===== config.mk =====
export PLATFORM = sky130hd
export DESIGN_NAME = hmg_sqrt
export DESIGN_NICKNAME = d
export VERILOG_FILES = /design/src/design/hmg_pkg.sv /design/src/design/hmg_sqrt.sv
export SDC_FILE = /design/constraint.sdc
export NUM_CORES = 1
export LEC_CHECK = 0
export BUFFER_PORTS_ARGS = -buffer_cell sky130_fd_sc_hd__buf_4
export CORE_ASPECT_RATIO = 1.5
export CORE_UTILIZATION = 45
export CTS_CLUSTER_SIZE = 30
export DETAILED_ROUTE_END_ITERATION = 12
export GPL_TIMING_DRIVEN = 0
export PLACE_DENSITY = 0.73
export RECOVER_POWER = 50
export SYNTH_ARGS = -nofsm -noshare
export SYNTH_HDL_FRONTEND = slang
export SYNTH_SLANG_ARGS = --single-unit

===== constraint.sdc =====
create_clock -name clk -period 4.34 [get_ports clk]
set_input_delay 0.868 -clock clk [delete_from_list [all_inputs] [get_ports clk]]
set_output_delay 0.868 -clock clk [all_outputs]
set_load 0.01 [all_outputs]

===== src/design/hmg_pkg.sv =====
// ----------------------------------------------------------------------------
// Heightmap mesh generator package
// Shared types, widths and codes for the heightmap mesh generator.
// ----------------------------------------------------------------------------
package hmg_pkg;

    localparam int DEF_MAX_VERTS = 4096;
    localparam int DEF_MAX_DIM   = 64;

    localparam int DIM_W      = 7;
    localparam int IDX_W      = 12;
    localparam int ADDR_W     = 13;
    localparam int H_W        = 16;
    localparam int CFG_IDX_W  = 1;
    localparam int CFG_DATA_W = 7;

    localparam logic [DIM_W-1:0] DIM_RESET = 7'd64;
    localparam logic [H_W-1:0]   H_SAT     = 16'hFFFF;

    localparam logic [CFG_IDX_W-1:0] REG_GRID_COLS = 1'd0;
    localparam logic [CFG_IDX_W-1:0] REG_GRID_ROWS = 1'd1;

    localparam logic REQ_LOAD = 1'b0;
    localparam logic REQ_CELL = 1'b1;

    localparam int DIV_NUM_W = 44;
    localparam int DIV_DEN_W = 32;
    localparam int DIV_CNT_W = 6;

    localparam logic [DIV_CNT_W-1:0] LOAD_STEPS = 6'd24;
    localparam logic [DIV_CNT_W-1:0] ROW_STEPS  = 6'd12;
    localparam logic [DIV_CNT_W-1:0] FRAC_STEPS = 6'd24;
    localparam logic [DIV_CNT_W-1:0] NRM_STEPS  = 6'd44;

    localparam int SQ_VAL_W  = 64;
    localparam int SQ_ROOT_W = 32;
    localparam int SQ_CNT_W  = 6;

    localparam int NRM_W = 41;
    localparam int MAG_W = 40;

    typedef enum logic [3:0] {
        ST_IDLE,
        ST_MUL,
        ST_DIV_GO,
        ST_DIV_WAIT,
        ST_RD_ADDR,
        ST_RD_DATA,
        ST_ABS,
        ST_SHIFT,
        ST_ACC,
        ST_SQRT_GO,
        ST_SQRT_WAIT,
        ST_WRITE,
        ST_EMIT
    } state_t;

    typedef enum logic [4:0] {
        OP_LOAD,
        OP_RG,
        OP_ROW,
        OP_FX0,
        OP_FZ0,
        OP_FX1,
        OP_FZ1,
        OP_HLL,
        OP_HTL,
        OP_HTR,
        OP_HLR,
        OP_N0,
        OP_N1,
        OP_N2,
        OP_S0,
        OP_S1,
        OP_S2,
        OP_Q0,
        OP_Q1,
        OP_Q2
    } op_t;

    typedef enum logic [2:0] {
        V_LL0,
        V_TL,
        V_TR0,
        V_LL1,
        V_TR1,
        V_LR
    } vert_t;

    typedef struct packed {
        logic             req_type;
        logic [IDX_W-1:0] item_index;
        logic [7:0]       red;
        logic [7:0]       green;
        logic [7:0]       blue;
    } in_item_t;

    typedef struct packed {
        logic [15:0]        pos_x;
        logic [15:0]        pos_height;
        logic [15:0]        pos_z;
        logic signed [15:0] norm_x;
        logic signed [15:0] norm_y;
        logic signed [15:0] norm_z;
        logic               last;
    } out_item_t;

endpackage


===== src/design/hmg_sqrt.sv =====
// ----------------------------------------------------------------------------
// Heightmap mesh generator square root
// Digit-by-digit integer square root, one root bit per cycle.
// ----------------------------------------------------------------------------
module hmg_sqrt #(
    parameter int VAL_W  = hmg_pkg::SQ_VAL_W,
    parameter int ROOT_W = hmg_pkg::SQ_ROOT_W,
    parameter int CNT_W  = hmg_pkg::SQ_CNT_W
) (
    input  logic              clk,
    input  logic              rst_n,
    input  logic              start,
    input  logic [VAL_W-1:0]  value,
    output logic              done,
    output logic [ROOT_W-1:0] root
);

    logic [VAL_W-1:0]  val_reg;
    logic [ROOT_W+1:0] rem_reg;
    logic [ROOT_W-1:0] root_reg;
    logic [CNT_W-1:0]  cnt_reg;
    logic              busy_reg;
    logic              done_reg;
    logic [ROOT_W+3:0] rem_t;
    logic [ROOT_W+3:0] trial;
    logic              fits;

    assign rem_t = {rem_reg, val_reg[VAL_W-1 -: 2]};
    assign trial = {2'b00, root_reg, 2'b01};
    assign fits  = rem_t >= trial;

    always_ff @(posedge clk or negedge rst_n)
    begin
        if (!rst_n)
        begin
            busy_reg <= 1'b0;
            done_reg <= 1'b0;
            cnt_reg  <= '0;
        end
        else
        begin
            done_reg <= busy_reg && (cnt_reg == CNT_W'(1));
            if (start)
            begin
                busy_reg <= 1'b1;
                cnt_reg  <= CNT_W'(ROOT_W);
            end
            else if (busy_reg)
            begin
                cnt_reg <= cnt_reg - CNT_W'(1);
                if (cnt_reg == CNT_W'(1))
                begin
                    busy_reg <= 1'b0;
                end
            end
        end
    end

    always_ff @(posedge clk)
    begin
        if (start)
        begin
            val_reg  <= value;
            rem_reg  <= '0;
            root_reg <= '0;
        end
        else if (busy_reg)
        begin
            val_reg  <= val_reg << 2;
            root_reg <= {root_reg[ROOT_W-2:0], fits};
            rem_reg  <= fits ? (ROOT_W+2)'(rem_t - trial) : rem_t[ROOT_W+1:0];
        end
    end

    assign done = done_reg;
    assign root = root_reg;

endmodule


==> impl_results.md <==
- Synthesized area: 7470 µm²
- Hold Slack: 400 ps
- Hold crit path type: input pin to asynchronous set/reset pin
- Final Skew: 15.4 ps
- PD cells: 691 nW/µm²
- Outcome: completed
- Setup TNS: 0 ps
- Worst setup EP type: flip-flop
- Post-synth top area cell: edfxtp_1
- Via count: 5,747
- HPWL Detailed: 13,200 µm
- Layout area overhead: 19.5%
- CP max FO: 10
- Leakage power: 3.81 nW
- Final Cycle Share: 72.2%
- Residual DRC: 0
- Clock Latency Late Sink: 420 ps
- DRT Pass-1 Iters: 5
- WS Path Type: flip-flop to flip-flop
- Worst r2r path cells: 12
- Async set-or-reset flop fraction in the synthesized netlist: 5.80%
- Initial DRC Count: 298
- Setup Buffers After CTS: 0
- F_max: around 320 MHz
- Max H-tree Level: 4
- R2R setup slack: 1200 ps
- Vias in the first global route: 6,030
- Starting density of the core: 46.2%
- Register area share after synthesis: between 40% and 50%
- Most frequent cells in the layout: nor2_1, dfxtp_1, buf_4, edfxtp_1, mux2_2
- Synth Warn #: 0
- FF+latch count, synth: 138
- Max-cap violations: 0
- CTS clk-pin slew, worst paths: ~70 ps
- Worst-margin pin slew: between 800 and 900 ps
- Clock sinks: 138
- Unrepaired setup endpoints after global routing: no
- Worst rel slew slack: 46.0%
- CTS tree: yes
- Share of the synthesized area in the top cell type: 25.7%
- Main synth FF type: dfxtp_1
- Nets: 950
- Syn nets: 831
- Startpoint Class: flip-flop
- Ant. Diodes: 0
- CTS buffer count: 17
- Floorplan core area: 16,200 µm²
- Main area contributors after synthesis: edfxtp_1, dfxtp_1, mux2_2
- Routed WL: between 15,000 and 20,000 µm
- Antenna violation net count after detailed routing: 0
- Filler instances: roughly 1,400
- Reg2reg start: root[8]$_SDFFE_PP0P_
- Rows: 57
- Initial antenna violation count: 0
- Die Wd: 107 µm
- Worst VDD drop: 0.312 mV
- Max Root-Sink Buffers: 2
- Final WS setup: 1200 ps
- Min Tclk post-route: around 3100 ps
- Leading cell type in the layout, fill and taps excluded: nor2_1
- Die area: ~17,000 µm²
- R2r endpoint: rem_reg[23]$_SDFFE_PP0P_
- CTS root buf: clkbuf_16
- WL/cell: around 17 µm
- Total GRT Usage: 21.7%
- End point of the critical path: rem_reg[23]$_SDFFE_PP0P_
- Die H: ~160 µm
- GRT overflow: 0
- CTS Hold Bufs: 0
- First-pass GRT wire length: 29,000 µm
- Required @ worst endpoint: between 4000 and 5000 ps
- Count of final setup violators: 0
- Largest register FFs: between 60 and 70
- Register Area: around 3400 µm²
- Post-Syn Instances: 728
- Post-Synthesis Mean Instance Area: 10.3 µm²
- Synth cell types: 59
- Io pins: 100
- DR vias/cell: approximately 5.4
- Largest net degree at the start of global routing: 45
- Worst EP arrival: 3440 ps
- Port Buffers: 99
- Gp weighted congestion: ~0.88
- CP startpoint: root[8]$_SDFFE_PP0P_
- Pre-CTS WS: 1220 ps
- Layout cells sized above 1: 21.2%
- EDFF count, synth: 64
- Post-CTS sizing: 0
- Multi-input combinational cell area: 3680 µm²
- Final number of hold-violating endpoints: 0
- Max Slew Vio Count: 0
worst max-delay path, cell delays in order (launching register included):
cell and delay, ps:
dfxtp_1 370, inv_1 60, ha_1 390, and3_1 260, nor3b_1 480, o211ai_1 220, o21ai_0 110, nand3b_1 240
a41oi_2 200, buf_6 190, buf_6 140, o21ai_0 270, nand2_1 80
synth_stat cells, types with 7 or more instances:
cell / n
a211oi_1: 15
a21o_1: 11
a21oi_1: 52
clkbuf_1: 19
dfrtp_1: 8
dfxtp_1: 66
edfxtp_1: 64
ha_1: 36
inv_1: 47
mux2_2: 62
mux2i_1: 39
nand2_1: 43
nor2_1: 84
nor3_1: 8
o21ai_0: 30
o21ai_1: 7
xnor2_1: 18
xor2_1: 16
logic make-up (layout without fill, tap and decap cells):
logic type               Yosys count  after routing  synth area share [%]
buffers and inverters             83            215                  4.72
XOR/XNOR                          34             34                  3.98
multiplexers                     101            101                  14.6
AO/OA/AOI/OAI                    163            163                  14.1
adder cells (fa/ha/maj)           36             36                  6.03
flip-flops                       138            138                  46.1
AND/OR/NAND/NOR                  173            173                  10.5
stage by stage:
step                power, mW  instances  area [µm²]  util [%]
floorplan                4.06        728        7470         -
global placement         4.72       1033        8470      52.3
detailed placement       4.75       1034        8490      52.5
CTS                      6.18       1066        9060      56.0
global route             6.60       1066        8930      55.1
finish                   6.17       1066        8930      55.1
area by class of cell:
cell class | instances | area share, %
multi-input combinational | 507 | 41.2
sequential | 138 | 38.6
timing repair buffer | 100 | 7.08
clock buffer | 17 | 4.77
tap | 206 | 2.89
buffer | 36 | 1.98
inverter | 47 | 1.98
clock inverter | 15 | 1.56
routing by layer:
layer	vias to the layer above	share of wire [%]	global-route usage [%]
met2	138	53	39.6
met4	0	2.9	9.84
met3	36	4.6	4.94
li1	2849	-	-
met1	2724	40	23.5
met5	-	0	0
worst min-delay path by stage:
stage	end	slack, ps	cells after the start
floorplan	rem_reg[32]$_SDFFE_PP0P_	430	2
detailed placement	rem_reg[33]$_SDFFE_PP0P_	460	2
finish	cnt_reg[0]$_DFFE_PN0P_	400	1
global route	cnt_reg[4]$_DFFE_PN0P_	440	1
CTS	cnt_reg[5]$_DFFE_PN0P_	260	1
global placement	rem_reg[23]$_SDFFE_PP0P_	450	2
power breakdown:
| group | internal [mW] | total [mW] | switching [mW] |
|---|---|---|---|
| clock network | 0.762 | 1.40 | 0.639 |
| registers | 1.63 | 1.79 | 0.164 |
| logic | 1.30 | 2.98 | 1.68 |
| total | 3.69 | 6.17 | 2.48 |
No activity file was read; power rests on OpenSTA's default activity.
