--- config.mk ---
export PLATFORM = sky130hd
export DESIGN_NAME = hmg_div
export DESIGN_NICKNAME = d
export VERILOG_FILES = /design/src/design/hmg_pkg.sv /design/src/design/hmg_div.sv
export SDC_FILE = /design/constraint.sdc
export NUM_CORES = 1
export LEC_CHECK = 0
export ABC_AREA = 0
export BUFFER_PORTS_ARGS = -buffer_cell sky130_fd_sc_hd__buf_2
export CAP_MARGIN = 20
export CORE_AREA = 2 2 177 179
export CTS_CLUSTER_DIAMETER = 40
export DETAILED_ROUTE_END_ITERATION = 12
export DIE_AREA = 0 0 179 181
export PLACE_DENSITY = 0.62
export SYNTH_ARGS = -nofsm -noshare
export SYNTH_HDL_FRONTEND = slang
export SYNTH_SLANG_ARGS = --single-unit
--- constraint.sdc ---
create_clock -name clk -period 2.5 [get_ports clk]
set_input_delay 0.25 -clock clk [delete_from_list [all_inputs] [get_ports clk]]
set_output_delay 0.25 -clock clk [all_outputs]
set_load 0.02 [all_outputs]
--- src/design/hmg_pkg.sv ---
// ----------------------------------------------------------------------------
// Heightmap mesh generator package
// Shared types, widths and codes for the heightmap mesh generator.
// ----------------------------------------------------------------------------
package hmg_pkg;

    localparam int DEF_MAX_VERTS = 4096;
    localparam int DEF_MAX_DIM   = 64;

    localparam int DIM_W      = 7;
    localparam int IDX_W      = 12;
    localparam int ADDR_W     = 13;
    localparam int H_W        = 16;
    localparam int CFG_IDX_W  = 1;
    localparam int CFG_DATA_W = 7;

    localparam logic [DIM_W-1:0] DIM_RESET = 7'd64;
    localparam logic [H_W-1:0]   H_SAT     = 16'hFFFF;

    localparam logic [CFG_IDX_W-1:0] REG_GRID_COLS = 1'd0;
    localparam logic [CFG_IDX_W-1:0] REG_GRID_ROWS = 1'd1;

    localparam logic REQ_LOAD = 1'b0;
    localparam logic REQ_CELL = 1'b1;

    localparam int DIV_NUM_W = 44;
    localparam int DIV_DEN_W = 32;
    localparam int DIV_CNT_W = 6;

    localparam logic [DIV_CNT_W-1:0] LOAD_STEPS = 6'd24;
    localparam logic [DIV_CNT_W-1:0] ROW_STEPS  = 6'd12;
    localparam logic [DIV_CNT_W-1:0] FRAC_STEPS = 6'd24;
    localparam logic [DIV_CNT_W-1:0] NRM_STEPS  = 6'd44;

    localparam int SQ_VAL_W  = 64;
    localparam int SQ_ROOT_W = 32;
    localparam int SQ_CNT_W  = 6;

    localparam int NRM_W = 41;
    localparam int MAG_W = 40;

    typedef enum logic [3:0] {
        ST_IDLE,
        ST_MUL,
        ST_DIV_GO,
        ST_DIV_WAIT,
        ST_RD_ADDR,
        ST_RD_DATA,
        ST_ABS,
        ST_SHIFT,
        ST_ACC,
        ST_SQRT_GO,
        ST_SQRT_WAIT,
        ST_WRITE,
        ST_EMIT
    } state_t;

    typedef enum logic [4:0] {
        OP_LOAD,
        OP_RG,
        OP_ROW,
        OP_FX0,
        OP_FZ0,
        OP_FX1,
        OP_FZ1,
        OP_HLL,
        OP_HTL,
        OP_HTR,
        OP_HLR,
        OP_N0,
        OP_N1,
        OP_N2,
        OP_S0,
        OP_S1,
        OP_S2,
        OP_Q0,
        OP_Q1,
        OP_Q2
    } op_t;

    typedef enum logic [2:0] {
        V_LL0,
        V_TL,
        V_TR0,
        V_LL1,
        V_TR1,
        V_LR
    } vert_t;

    typedef struct packed {
        logic             req_type;
        logic [IDX_W-1:0] item_index;
        logic [7:0]       red;
        logic [7:0]       green;
        logic [7:0]       blue;
    } in_item_t;

    typedef struct packed {
        logic [15:0]        pos_x;
        logic [15:0]        pos_height;
        logic [15:0]        pos_z;
        logic signed [15:0] norm_x;
        logic signed [15:0] norm_y;
        logic signed [15:0] norm_z;
        logic               last;
    } out_item_t;

endpackage

--- src/design/hmg_div.sv ---
// ----------------------------------------------------------------------------
// Heightmap mesh generator divider
// Restoring divider that produces one quotient bit per cycle.
// ----------------------------------------------------------------------------
module hmg_div #(
    parameter int NUM_W = hmg_pkg::DIV_NUM_W,
    parameter int DEN_W = hmg_pkg::DIV_DEN_W,
    parameter int CNT_W = hmg_pkg::DIV_CNT_W
) (
    input  logic             clk,
    input  logic             rst_n,
    input  logic             start,
    input  logic [NUM_W-1:0] num,
    input  logic [DEN_W-1:0] den,
    input  logic [CNT_W-1:0] steps,
    output logic             done,
    output logic [NUM_W-1:0] quot,
    output logic [DEN_W-1:0] rem
);

    logic [NUM_W-1:0] num_reg;
    logic [DEN_W-1:0] den_reg;
    logic [DEN_W-1:0] rem_reg;
    logic [NUM_W-1:0] quot_reg;
    logic [CNT_W-1:0] cnt_reg;
    logic             busy_reg;
    logic             done_reg;
    logic [DEN_W:0]   trial;
    logic             fits;

    assign trial = {rem_reg, num_reg[NUM_W-1]};
    assign fits  = trial >= {1'b0, den_reg};

    always_ff @(posedge clk or negedge rst_n)
    begin
        if (!rst_n)
        begin
            busy_reg <= 1'b0;
            done_reg <= 1'b0;
            cnt_reg  <= '0;
        end
        else
        begin
            done_reg <= busy_reg && (cnt_reg == CNT_W'(1));
            if (start)
            begin
                busy_reg <= 1'b1;
                cnt_reg  <= steps;
            end
            else if (busy_reg)
            begin
                cnt_reg <= cnt_reg - CNT_W'(1);
                if (cnt_reg == CNT_W'(1))
                begin
                    busy_reg <= 1'b0;
                end
            end
        end
    end

    always_ff @(posedge clk)
    begin
        if (start)
        begin
            num_reg  <= num << (CNT_W'(NUM_W) - steps);
            den_reg  <= den;
            rem_reg  <= '0;
            quot_reg <= '0;
        end
        else if (busy_reg)
        begin
            num_reg  <= num_reg << 1;
            quot_reg <= {quot_reg[NUM_W-2:0], fits};
            rem_reg  <= fits ? DEN_W'(trial - {1'b0, den_reg}) : trial[DEN_W-1:0];
        end
    end

    assign done = done_reg;
    assign quot = quot_reg;
    assign rem  = rem_reg;

endmodule

==> key figures, run 1 <==
Worst setup path
  • Req. time, crit path: 2.81 ns
  • CP Launch Type: flip-flop
  • CP Class: flip-flop to flip-flop
  • Setup crit end kind: flip-flop
  • CP max FO: 5
  • CP Data Arrival Time: 3.05 ns

Final layout
  • Post-Layout Cell Count: 1860
  • Layout area overhead: 38.9%
  • Diode count: 0
  • Fraction of layout cells with a size suffix above 1: 0.352
  • Fin nets: 1572

Global routing
  • First-pass GRT wire length: 49800 um
  • Initial antenna violation count: 2
  • Largest net degree at the start of global routing: 52
  • GR met3 Demand/Resource: 0.0330
  • Number of global-route vias before repair: 9599
  • Met1 usage: 0.256
  • Met2 Use GR: 0.324
  • Grt total ovfl: 0
  • All-Layer GR Usage: 0.193
  • Most Used Layer, Global Route: met2

Timing
  • Pins Over Slew Limit: 0
  • Unrepaired setup endpoints after global routing: true
  • Final Hold Fails: 0
  • Max Clock Freq: 365 MHz
  • Period utilisation layout: 1.10
  • Worst slew pin tran: 0.835 ns
  • Setup violators final: 33
  • Final worst setup slack: -0.239 ns
  • Fin crit period: 2.74 ns
  • Worst slew margin: 0.444
  • Worst Clk Skew: 0.0109 ns

Placed design
  • Total placed cells including tap cells: 1790
  • Gp weighted congestion: 0.893
  • Buffers on Ports: 161
  • Post-DP HPWL: 23300 um

Route
  • Routed wire length per instance: 16.6 um
  • First-pass detailed-route iteration total: 5
  • 1st-iter DRT viols: 637
  • Total Wirelength: 30900 um
  • ANT nets after route: 0
  • DR DRC count: 0
  • Via/cell ratio: 5.15
  • Vias: 9581

Power and ir drop
  • Leakage: 6.52 nW
  • Cell Pwr Density: 741 nW/um2
  • Final Power: 10.5 mW
  • Worst vdd ir: 0.503 mV

CTS
  • Clock transition at path regs: 0.06 ns
  • CTS root buffer: clkbuf_16
  • CTS tree: built
  • H-tree Lvls: 4
  • CTS buffer count: 17
  • Latest clock arrival within the worst-skew pair: 0.42 ns
  • Clock Tree Buf Depth: 2
  • Clock sink count: 160

Synth
  • Unique masters post-synth: 75
  • Synth Instances: 1115
  • Register bit total from synthesis: 160
  • FFs w/ async S/R, synth: 0.0500
  • Post-Syn Area per Cell: 9.16 um2
  • Syn Nets: 1236
  • Synth Cell Area: 10200 um2
  • Primary FF master, synth: edfxtp_1
  • Seq/Total Area, Yosys: 0.392
  • Number of synthesized flops with an enable pin: 76
  • Warnings from Yosys: 0

Floorplan
  • Initial Utilization: 0.337
  • Die Wd: 179 um
  • Core ar.: 30300 um2
  • I/O pin cnt: 162
  • Die area: 32400 um2
  • Core Rows: 64
  • Die Height: 181 um

Worst hold path
  • Min-Delay Path Class: primary input to flip-flop

Outcome
  • Failing checks: negative setup slack
  • Status: finished, violations left

Run
  • Max_cap viols: 0
==> timing repair <==
item,in CTS,in global routing
hold buffers,24,2
pin swaps,23,20
gates resized for setup,50,20
gates cloned,2,0
endpoints found under the hold margin,31,2
setup buffers,8,2
setup endpoints to repair,33,33
==> per-stage QoR <==
stage | hold WS [ns] | instance area, um2 | util | setup slack [ns] | setup TNS, ns
finish | 0.0250 | 14200 | 0.468 | -0.239 | -5.16
global route | 0.00662 | 14200 | 0.468 | -0.315 | -8.12
CTS | 0.000392 | 14100 | 0.463 | -0.207 | -4.54
detailed placement | 0.107 | 12900 | 0.426 | -0.396 | -8.36
global placement | 0.102 | 12900 | 0.426 | -0.338 | -7.01
floorplan | -0.0456 | 10400 | - | -0.139 | -2.06
==> critical path, stage by stage (launching register included) <==
cell and delay, ns:
edfxtp_1 0.38, inv_2 0.07, ha_4 0.20, a21o_1 0.17, a221o_1 0.35, a221o_1 0.31, a21o_2 0.23, a21oi_4 0.18
buf_6 0.14, o21ai_4 0.09, mux2_4 0.31, a22o_1 0.19
==> layout by cell type (no fill, tap or decap), drive strengths merged, types with 33 or more instances in the layout <==
cell	n
a21oi	77
o21ai	60
inv	55
nor2	136
buf	366
dfxtp	76
mux2i	95
edfxtp	76
a211oi	33
nand2	116
ha	35
==> per-layer routing <==
metal	wire length (um)	vias to the layer above
met5	27	-
met4	501	4
met3	1250	35
met2	14800	208
met1	14300	4613
li1	-	4721
==> synth_stat cells (11+ instances only) <==
cell | instances | share of area
nor2_1 | 136 | 0.050
nand2_1 | 116 | 0.043
mux2i_1 | 95 | 0.093
dfxtp_1 | 76 | 0.15
edfxtp_1 | 76 | 0.22
a21oi_1 | 75 | 0.037
clkbuf_1 | 55 | 0.020
o21ai_0 | 54 | 0.026
inv_1 | 47 | 0.017
ha_1 | 35 | 0.043
a211oi_1 | 30 | 0.022
o2bb2ai_1 | 27 | 0.023
nor3_1 | 21 | 0.010
xnor2_1 | 21 | 0.018
mux4_2 | 17 | 0.037
xor2_1 | 17 | 0.015
a21o_1 | 15 | 0.011
nor2b_1 | 15 | 0.0092
nand3_1 | 13 | 0.0064
o221ai_1 | 11 | 0.0094
==> power by group <==
part	switching (mW)	internal, mW	total, mW
clock network	1.13	1.49	2.63
logic	2.40	2.21	4.62
registers	0.176	3.10	3.27
total	3.71	6.81	10.5
==> cell type report <==
class                   instances  area (um2)
clock buffers                  18         430
clock inverters                14         151
fillers                      2892       16200
inverters                      49         186
multi-input cells             831        6150
flip-flops and latches        160        4020
well taps                     396         495
repair buffers                392        2750
==> worst paths after layout <==
kind | startpoint | end | slack [ns] | depth (start not counted)
hold / removal | den[27] | den_reg[27] | 0.03 | 1
setup reg to reg | den_reg[14] | rem[2] | -0.24 | 11
setup / recovery | den_reg[14] | rem[2] | -0.24 | 11
min in group asynchronous | rst_n | cnt_reg[3] | 0.21 | 2
max in group asynchronous | rst_n | busy_reg | 2.09 | 2
hold reg to reg | quot[43] | quot[43] | 0.50 | 2
==> cells by family (layout without fill, tap and decap cells) <==
group,after synthesis,after routing,share of synthesized area
mux,122,122,0.142
simple gates,344,344,0.146
buf+inv,126,473,0.0519
compound gates,289,291,0.191
flops,160,160,0.392
fa+ha+maj,36,36,0.0448
xor+xnor,38,38,0.0326
Note: power is estimated with default switching activity, not from simulation.
==> inputs of run 2 (changes only) <==
ABC_AREA = 1   (was 0)
CORE_AREA = 2 2 186 188   (was 2 2 177 179)
DIE_AREA = 0 0 188 190   (was 0 0 179 181)
PLACE_DENSITY = 0.61   (was 0.62)
==> run 2 against run 1 <==
  * The run now ends clean
  * Critical path depth grew 2
  * Register-to-register slack better by 0.41 ns
  * Maximum frequency increased by 18%
  * Final area is 4.1% lower
  * Non-clock buffer count decreased by 165
  * Combinational power is 20% lower
  * Setup slack improved by 0.41 ns
  * Clock power about the same
  * Sequential share of layout area increased by 1.1 points
  * Largest cell class unchanged
  * Highest routed layer is now met4
==> key figures, run 2 <==
Floorplan
  • Initial Utilization: 0.333 (was 0.337)
  • Core Rows: 68 (was 64)
  • Die area: 35700 um2 (was 32400 um2)
  • Core ar.: 33900 um2 (was 30300 um2)
  • Die Wd: 188 um (was 179 um)
  • I/O pin cnt: 162 (unchanged)
  • Die Height: 190 um (was 181 um)

Placed design
  • Gp weighted congestion: 0.936 (was 0.893)
  • Buffers on Ports: 161 (unchanged)
  • Post-DP HPWL: 26700 um (was 23300 um)
  • Pre-CTS WS: 0.117 ns (was -0.396 ns)

Outcome
  • Status: finished, final reports clean (was finished, violations left)

Power and ir drop
  • Sw frac: 0.412 (was 0.353)
  • P_sw: 4.00 mW (was 3.71 mW)
  • Leakage: 6.95 nW (was 6.52 nW)
  • Clk pwr share: 0.273 (was 0.250)
  • Cell Pwr Density: 713 nW/um2 (was 741 nW/um2)
  • Worst vdd ir: 0.500 mV (was 0.503 mV)
  • Internal power: 5.71 mW (was 6.81 mW)
  • Combinational power share: 0.381 (was 0.439)
  • Seq pwr share: 0.346 (was 0.311)

Global routing
  • First-pass GRT wire length: 55800 um (was 49800 um)
  • All-Layer GR Usage: 0.196 (was 0.193)
  • Number of global-route vias before repair: 10824 (was 9599)
  • Grt total ovfl: 0 (unchanged)
  • Initial antenna violation count: 0 (was 2)
  • Largest net degree at the start of global routing: 91 (was 52)

CTS
  • CTS tree: built (unchanged)
  • Clock Tree Buf Depth: 2 (unchanged)
  • CTS buffer count: 17 (unchanged)
  • CTS root buffer: clkbuf_16 (unchanged)
  • Clock sink count: 160 (unchanged)
  • Clock transition at path regs: 0.08 ns (was 0.06 ns)
  • H-tree Lvls: 4 (unchanged)
  • Latest clock arrival within the worst-skew pair: 0.44 ns (was 0.42 ns)

Synth
  • Most frequent cell after synthesis: nand2_1 (was nor2_1)
  • Synth Instances: 1665 (was 1115)
  • Unique masters post-synth: 50 (was 75)
  • Post-Syn Area per Cell: 6.79 um2 (was 9.16 um2)
  • Primary FF master, synth: edfxtp_1 (unchanged)
  • Warnings from Yosys: 0 (unchanged)
  • Synth top area share: 0.202 (was 0.223)
  • Seq/Total Area, Yosys: 0.354 (was 0.392)
  • FFs w/ async S/R, synth: 0.0500 (unchanged)
  • Synth Cell Area: 11300 um2 (was 10200 um2)
  • Synth top cells by count: 541 x nand2_1, 247 x inv_1, 247 x nand3_1, 76 x dfxtp_1, 76 x edfxtp_1 (was 136 x nor2_1, 116 x nand2_1, 95 x mux2i_1, 76 x dfxtp_1, 76 x edfxtp_1)
  • Register bit total from synthesis: 160 (unchanged)
  • Number of synthesized flops with an enable pin: 76 (unchanged)
  • Largest area contributor in the netlist: edfxtp_1 (unchanged)
  • Top post-synthesis cells by area: edfxtp_1 20%, nand2_1 18%, dfxtp_1 13% (was edfxtp_1 22%, dfxtp_1 15%, mux2i_1 9.3%)
  • Syn Nets: 1786 (was 1236)

Timing
  • Max Clock Freq: 429 MHz (was 365 MHz)
  • Unrepaired setup endpoints after global routing: false (was true)
  • Fin crit period: 2.33 ns (was 2.74 ns)
  • Worst slew margin: 0.651 (was 0.444)
  • Sum Neg Setup Slack: 0 ns (was -5.16 ns)
  • Final Hold Fails: 0 (unchanged)
  • Worst slew pin tran: 0.524 ns (was 0.835 ns)
  • Worst Clk Skew: 0.0117 ns (was 0.0109 ns)
  • Pins Over Slew Limit: 0 (unchanged)
  • Final worst setup slack: 0.170 ns (was -0.239 ns)
  • Period utilisation layout: 0.932 (was 1.10)
  • Setup violators final: 0 (was 33)

Worst setup path
  • Reg-to-reg startpoint: rem[16] (was den_reg[14])
  • Worst setup startpoint: rem[16] (was den_reg[14])
  • CP max FO: 17 (was 5)
  • CP Data Arrival Time: 2.66 ns (was 3.05 ns)
  • Req. time, crit path: 2.83 ns (was 2.81 ns)
  • CP Class: flip-flop to flip-flop (unchanged)
  • Setup crit end kind: flip-flop (unchanged)
  • CP Launch Type: flip-flop (unchanged)
  • Reg2Reg Setup Slack: 0.17 ns (was -0.24 ns)

Final layout
  • Commonest non-fill, non-tap cells in the layout: 541 x nand2_1, 247 x nand3_1, 245 x inv_1, 161 x buf_2 (was 191 x buf_4, 160 x buf_2, 134 x nor2_1, 116 x nand2_1, 92 x mux2i_1)
  • Most common cell after layout, fill and taps aside: nand2_1 (was buf_4)
  • Fin nets: 1962 (was 1572)
  • Filler Cell Count: 3637 (was 2892)
  • Diode count: 0 (unchanged)
  • Layout area overhead: 20.3% (was 38.9%)
  • Fraction of layout cells with a size suffix above 1: 0.173 (was 0.352)

Worst hold path
  • Min-Delay Path Class: primary input to flip-flop (unchanged)
  • HP Start: steps[5] (was den[27])

Route
  • 1st-iter DRT viols: 759 (was 637)
  • Via/cell ratio: 4.91 (was 5.15)
  • Routed wire length per instance: 15.1 um (was 16.6 um)
  • Max layer used: met4 (was met5)
  • Met3 WL post-DR: 1570 um (was 1250 um)
  • Total Wirelength: 34900 um (was 30900 um)
  • DR DRC count: 0 (unchanged)
  • Metal2 WL: 17400 um (was 14800 um)
  • Met1 wire length: 15100 um (was 14300 um)
  • First-pass detailed-route iteration total: 5 (unchanged)
  • Vias: 11331 (was 9581)
  • ANT nets after route: 0 (unchanged)

Run
  • Max_cap viols: 0 (unchanged)
-- run 2: area by class of cell --
class	instances	area [um2]	share of cell area
inverters	262	985	0.0724
well taps	455	569	0.0418
multi-input cells	1173	5970	0.439
clock buffers	17	425	0.0313
flip-flops and latches	160	4000	0.294
repair buffers	227	1490	0.109
clock inverters	15	168	0.0123
-- run 2: per-layer routing --
metal | GRT usage | up-vias
li1 | - | 5738
met1 | 0.235 | 5225
met2 | 0.354 | 307
met3 | 0.0341 | 61
met4 | 0.0684 | 0
met5 | 0 | -
-- run 2: repair_timing --
| item | CTS | global route |
|---|---|---|
| hold buffers | 31 | 2 |
| resized for setup | 0 | 4 |
| endpoints found under the setup margin | 0 | 27 |
| hold endpoints to repair | 38 | 2 |
| setup buffers | 0 | 1 |
-- run 2: path summary, 6_finish.rpt --
path / to / cells after the start
min in group asynchronous: cnt_reg[1] / 2
worst max-delay path: rem[29] / 13
worst min register to register: rem[0] / 2
worst max register to register: rem[29] / 13
worst min-delay path: cnt_reg[5] / 3
max in group asynchronous: done / 2
-- run 2: power by group through the flow --
stage / sequential [mW] / combinational, mW / clock, mW
after detailed placement: 3.42 / 3.62 / 0
final: 3.36 / 3.70 / 2.65
after global routing: 3.40 / 4.15 / 2.82
after global placement: 3.40 / 3.61 / 0
after floorplan: 3.57 / 2.34 / 0
after CTS: 3.36 / 3.67 / 2.74
-- run 2: cell families after synthesis --
family | share of synthesized area
AND/OR/NAND/NOR | 0.377
flip-flops | 0.354
adder cells (fa/ha/maj) | 0.0405
buffers and inverters | 0.121
AO/OA/AOI/OAI | 0.0895
XOR/XNOR | 0.0178
-- run 2: stage by stage --
stage	hold WS (ns)	util	power [mW]	instance area, um2	cells
6_report	0.0692	0.401	9.71	13600	2309
3_3_place_gp	0.110	0.372	7.02	12600	2242
5_1_grt	0.0846	0.401	10.4	13600	2309
2_1_floorplan	-0.0456	-	5.91	11300	1665
4_1_cts	0.00579	0.399	9.77	13500	2305
3_5_place_dp	0.117	0.372	7.04	12600	2242
-- run 2: worst max-delay path, cell delays in order, from the launching register on --
cell and delay [ns]:
dfxtp_1 0.36, ha_1 0.43, nand2_1 0.16, nor2_2 0.18, nand2_2 0.10, nor2_4 0.12, nand2_2 0.10, nor2_4 0.15
nor2_8 0.08, nand2_8 0.14, buf_6 0.20, nand3_2 0.09, nand2_1 0.07, nand2_1 0.04
==> inputs of run 3 (changes only) <==
PLACE_DENSITY = 0.56   (was 0.61)
SETUP_SLACK_MARGIN = 0.4   (was unset)
==> run 3 against run 2 <==
  * Largest cell class unchanged
  * Critical path type unchanged
  * Non-clock buffer count rose by 34
  * Maximum frequency rose by 10%
  * Largest power group unchanged
  * Sequential share of layout area fell by 2.0 points
  * Highest routed layer unchanged
==> key figures, run 3 (synthesis gave the netlist of run 2 again) <==
Final layout
  • Layout area overhead: 29.6% (was 20.3%)
  • Filler Cell Count: 3528 (was 3637)
  • Post-Layout Cell Count: 2343 (was 2309)
  • Fraction of layout cells with a size suffix above 1: 0.254 (was 0.173)
  • Fin nets: 1996 (was 1962)
  • Diode count: 0 (unchanged)
  • Commonest non-fill, non-tap cells in the layout: 496 x nand2_1, 240 x nand3_1, 226 x inv_1, 161 x buf_2, 76 x edfxtp_1 (was 541 x nand2_1, 247 x nand3_1, 245 x inv_1, 161 x buf_2)
  • Most common cell after layout, fill and taps aside: nand2_1 (unchanged)

Placed design
  • Total placed cells including tap cells: 2253 (was 2242)
  • Gp weighted congestion: 0.945 (was 0.936)
  • Post-DP HPWL: 27200 um (was 26700 um)
  • Pre-CTS WS: 0.0422 ns (was 0.117 ns)
  • Buffers on Ports: 161 (unchanged)

Worst setup path
  • R2r endpoint: rem[3] (was rem[29])
  • CP Launch Type: flip-flop (unchanged)
  • WP buf/inv: 3 (was 1)
  • Reg-to-reg startpoint: den_reg[17] (was rem[16])
  • CP Class: flip-flop to flip-flop (unchanged)
  • Req. time, crit path: 2.82 ns (was 2.83 ns)
  • Max incr delay on CP: 0.34 ns (was 0.43 ns)
  • R2R depth: 15 (was 13)
  • CP max FO: 8 (was 17)
  • CP top delay family: simple AND/OR/NAND/NOR gates (unchanged)
  • Cell Chain, Critical Path: inv_1 > ha_4 > nand2_2 > nor2_4 > nand2_2 > nor2_4 > nand2_2 > nor2_4 > nor2_8 > nand2_8 > buf_12 > nor2_4 > buf_12 > nand2_2 > nand3_2 (was ha_1 > nand2_1 > nor2_2 > nand2_2 > nor2_4 > nand2_2 > nor2_4 > nor2_8 > nand2_8 > buf_6 > nand3_2 > nand2_1 > nand2_1)
  • Reg2Reg Setup Slack: 0.39 ns (was 0.17 ns)
  • Setup crit end kind: flip-flop (unchanged)
  • CP Data Arrival Time: 2.43 ns (was 2.66 ns)
  • Slowest CP cell: edfxtp_1 (was ha_1)

Timing
  • Unrepaired setup endpoints after global routing: true (was false)
  • Fin crit period: 2.11 ns (was 2.33 ns)
  • Max Clock Freq: 474 MHz (was 429 MHz)
  • Setup violators final: 0 (unchanged)
  • Final Hold Slack: 0.0176 ns (was 0.0692 ns)
  • Period utilisation layout: 0.844 (was 0.932)
  • Worst Clk Skew: 0.0114 ns (was 0.0117 ns)
  • Sum Neg Setup Slack: 0 ns (unchanged)
  • Worst slew pin tran: 0.533 ns (was 0.524 ns)
  • Final Hold Fails: 0 (unchanged)
  • Final worst setup slack: 0.390 ns (was 0.170 ns)
  • Pins Over Slew Limit: 0 (unchanged)
  • Worst slew margin: 0.645 (was 0.651)

Outcome
  • Status: finished, final reports clean (unchanged)

Run
  • Max_cap viols: 0 (unchanged)

CTS
  • CTS root buffer: clkbuf_16 (unchanged)
  • CTS tree: built (unchanged)
  • CTS buffer count: 17 (unchanged)
  • Clock transition at path regs: 0.07 ns (was 0.08 ns)
  • Latest clock arrival within the worst-skew pair: 0.43 ns (was 0.44 ns)
  • Clock sink count: 160 (unchanged)
  • Clock Tree Buf Depth: 2 (unchanged)
  • H-tree Lvls: 4 (unchanged)

Route
  • Total Wirelength: 35900 um (was 34900 um)
  • Vias: 11305 (was 11331)
  • Routed wire length per instance: 15.3 um (was 15.1 um)
  • 1st-iter DRT viols: 791 (was 759)
  • DR DRC count: 0 (unchanged)
  • First-pass detailed-route iteration total: 5 (unchanged)
  • Via/cell ratio: 4.83 (was 4.91)
  • ANT nets after route: 0 (unchanged)

Floorplan
  • Die Height: 190 um (unchanged)
  • Die area: 35700 um2 (unchanged)
  • I/O pin cnt: 162 (unchanged)
  • Core Rows: 68 (unchanged)
  • Initial Utilization: 0.333 (unchanged)
  • Core ar.: 33900 um2 (unchanged)
  • Die Wd: 188 um (unchanged)

Global routing
  • Largest net degree at the start of global routing: 66 (was 91)
  • Number of global-route vias before repair: 11181 (was 10824)
  • First-pass GRT wire length: 58100 um (was 55800 um)
  • All-Layer GR Usage: 0.204 (was 0.196)
  • Initial antenna violation count: 0 (unchanged)
  • Grt total ovfl: 0 (unchanged)

Worst hold path
  • Hold EP: den_reg[4] (was cnt_reg[5])
  • WHS Path Cells: 1 (was 3)
  • Min-Delay Path Class: primary input to flip-flop (unchanged)
  • HP Start: den[4] (was steps[5])

Power and ir drop
  • Final Power: 10.6 mW (was 9.71 mW)
  • Cell Pwr Density: 722 nW/um2 (was 713 nW/um2)
  • Leakage: 7.24 nW (was 6.95 nW)
  • Worst vdd ir: 0.457 mV (was 0.500 mV)
-- run 3: metal layers --
metal | track usage | vias to the layer above | part of all wire
li1 | - | 5810 | -
met1 | 0.252 | 5179 | 0.44
met2 | 0.360 | 250 | 0.49
met3 | 0.0271 | 66 | 0.035
met4 | 0.0824 | 0 | 0.033
met5 | 0 | - | 0
-- run 3: power breakdown --
group | switching (mW) | total [mW] | internal, mW
logic | 2.73 | 4.50 | 1.77
registers | 0.311 | 3.44 | 3.13
clock network | 1.24 | 2.65 | 1.42
-- run 3: worst max-delay path by stage --
stage                      startpoint           to  cells after the start
after floorplan              steps[0]  num_reg[29]                     12
final                     den_reg[17]       rem[3]                     15
after global placement    den_reg[27]      rem[30]                     14
after global routing       den_reg[8]       rem[7]                     17
after CTS                 den_reg[17]      rem[26]                     15
after detailed placement  den_reg[24]      rem[31]                     14
-- run 3: worst register-to-register path, cell delays in order (launching register included) --
cell,delay [ns]
edfxtp_1,0.34
inv_1,0.08
ha_4,0.30
nand2_2,0.10
nor2_4,0.13
nand2_2,0.09
nor2_4,0.12
nand2_2,0.09
nor2_4,0.15
nor2_8,0.07
nand2_8,0.09
buf_12,0.14
nor2_4,0.06
buf_12,0.15
nand2_2,0.06
nand3_2,0.05
-- run 3: timing repair --
action                                  in CTS  in global routing
pin swaps                                   20                 38
gates cloned                                 3                  0
resized for setup                           87                 74
setup buffers                               19                  6
hold buffers                                30                  0
endpoints found under the hold margin       37                  0
endpoints found under the setup margin      33                 33
-- run 3: area by class of cell --
cell class / count / area, um2 / share of cell area
Multi-Input combinational cell: 1173 / 6640 / 0.453
Sequential cell: 160 / 4020 / 0.274
Timing Repair Buffer: 261 / 1880 / 0.128
Inverter: 262 / 985 / 0.0671
Tap cell: 455 / 569 / 0.0388
Clock buffer: 18 / 429 / 0.0293
Clock inverter: 14 / 153 / 0.0104
-- run 3: through the flow --
| step | utilization | area, um2 |
|---|---|---|
| 3_3_place_gp | 0.374 | 12700 |
| 4_1_cts | 0.424 | 14400 |
| 2_1_floorplan | - | 11300 |
| 3_5_place_dp | 0.374 | 12700 |
| 5_1_grt | 0.432 | 14700 |
| 6_report | 0.432 | 14700 |
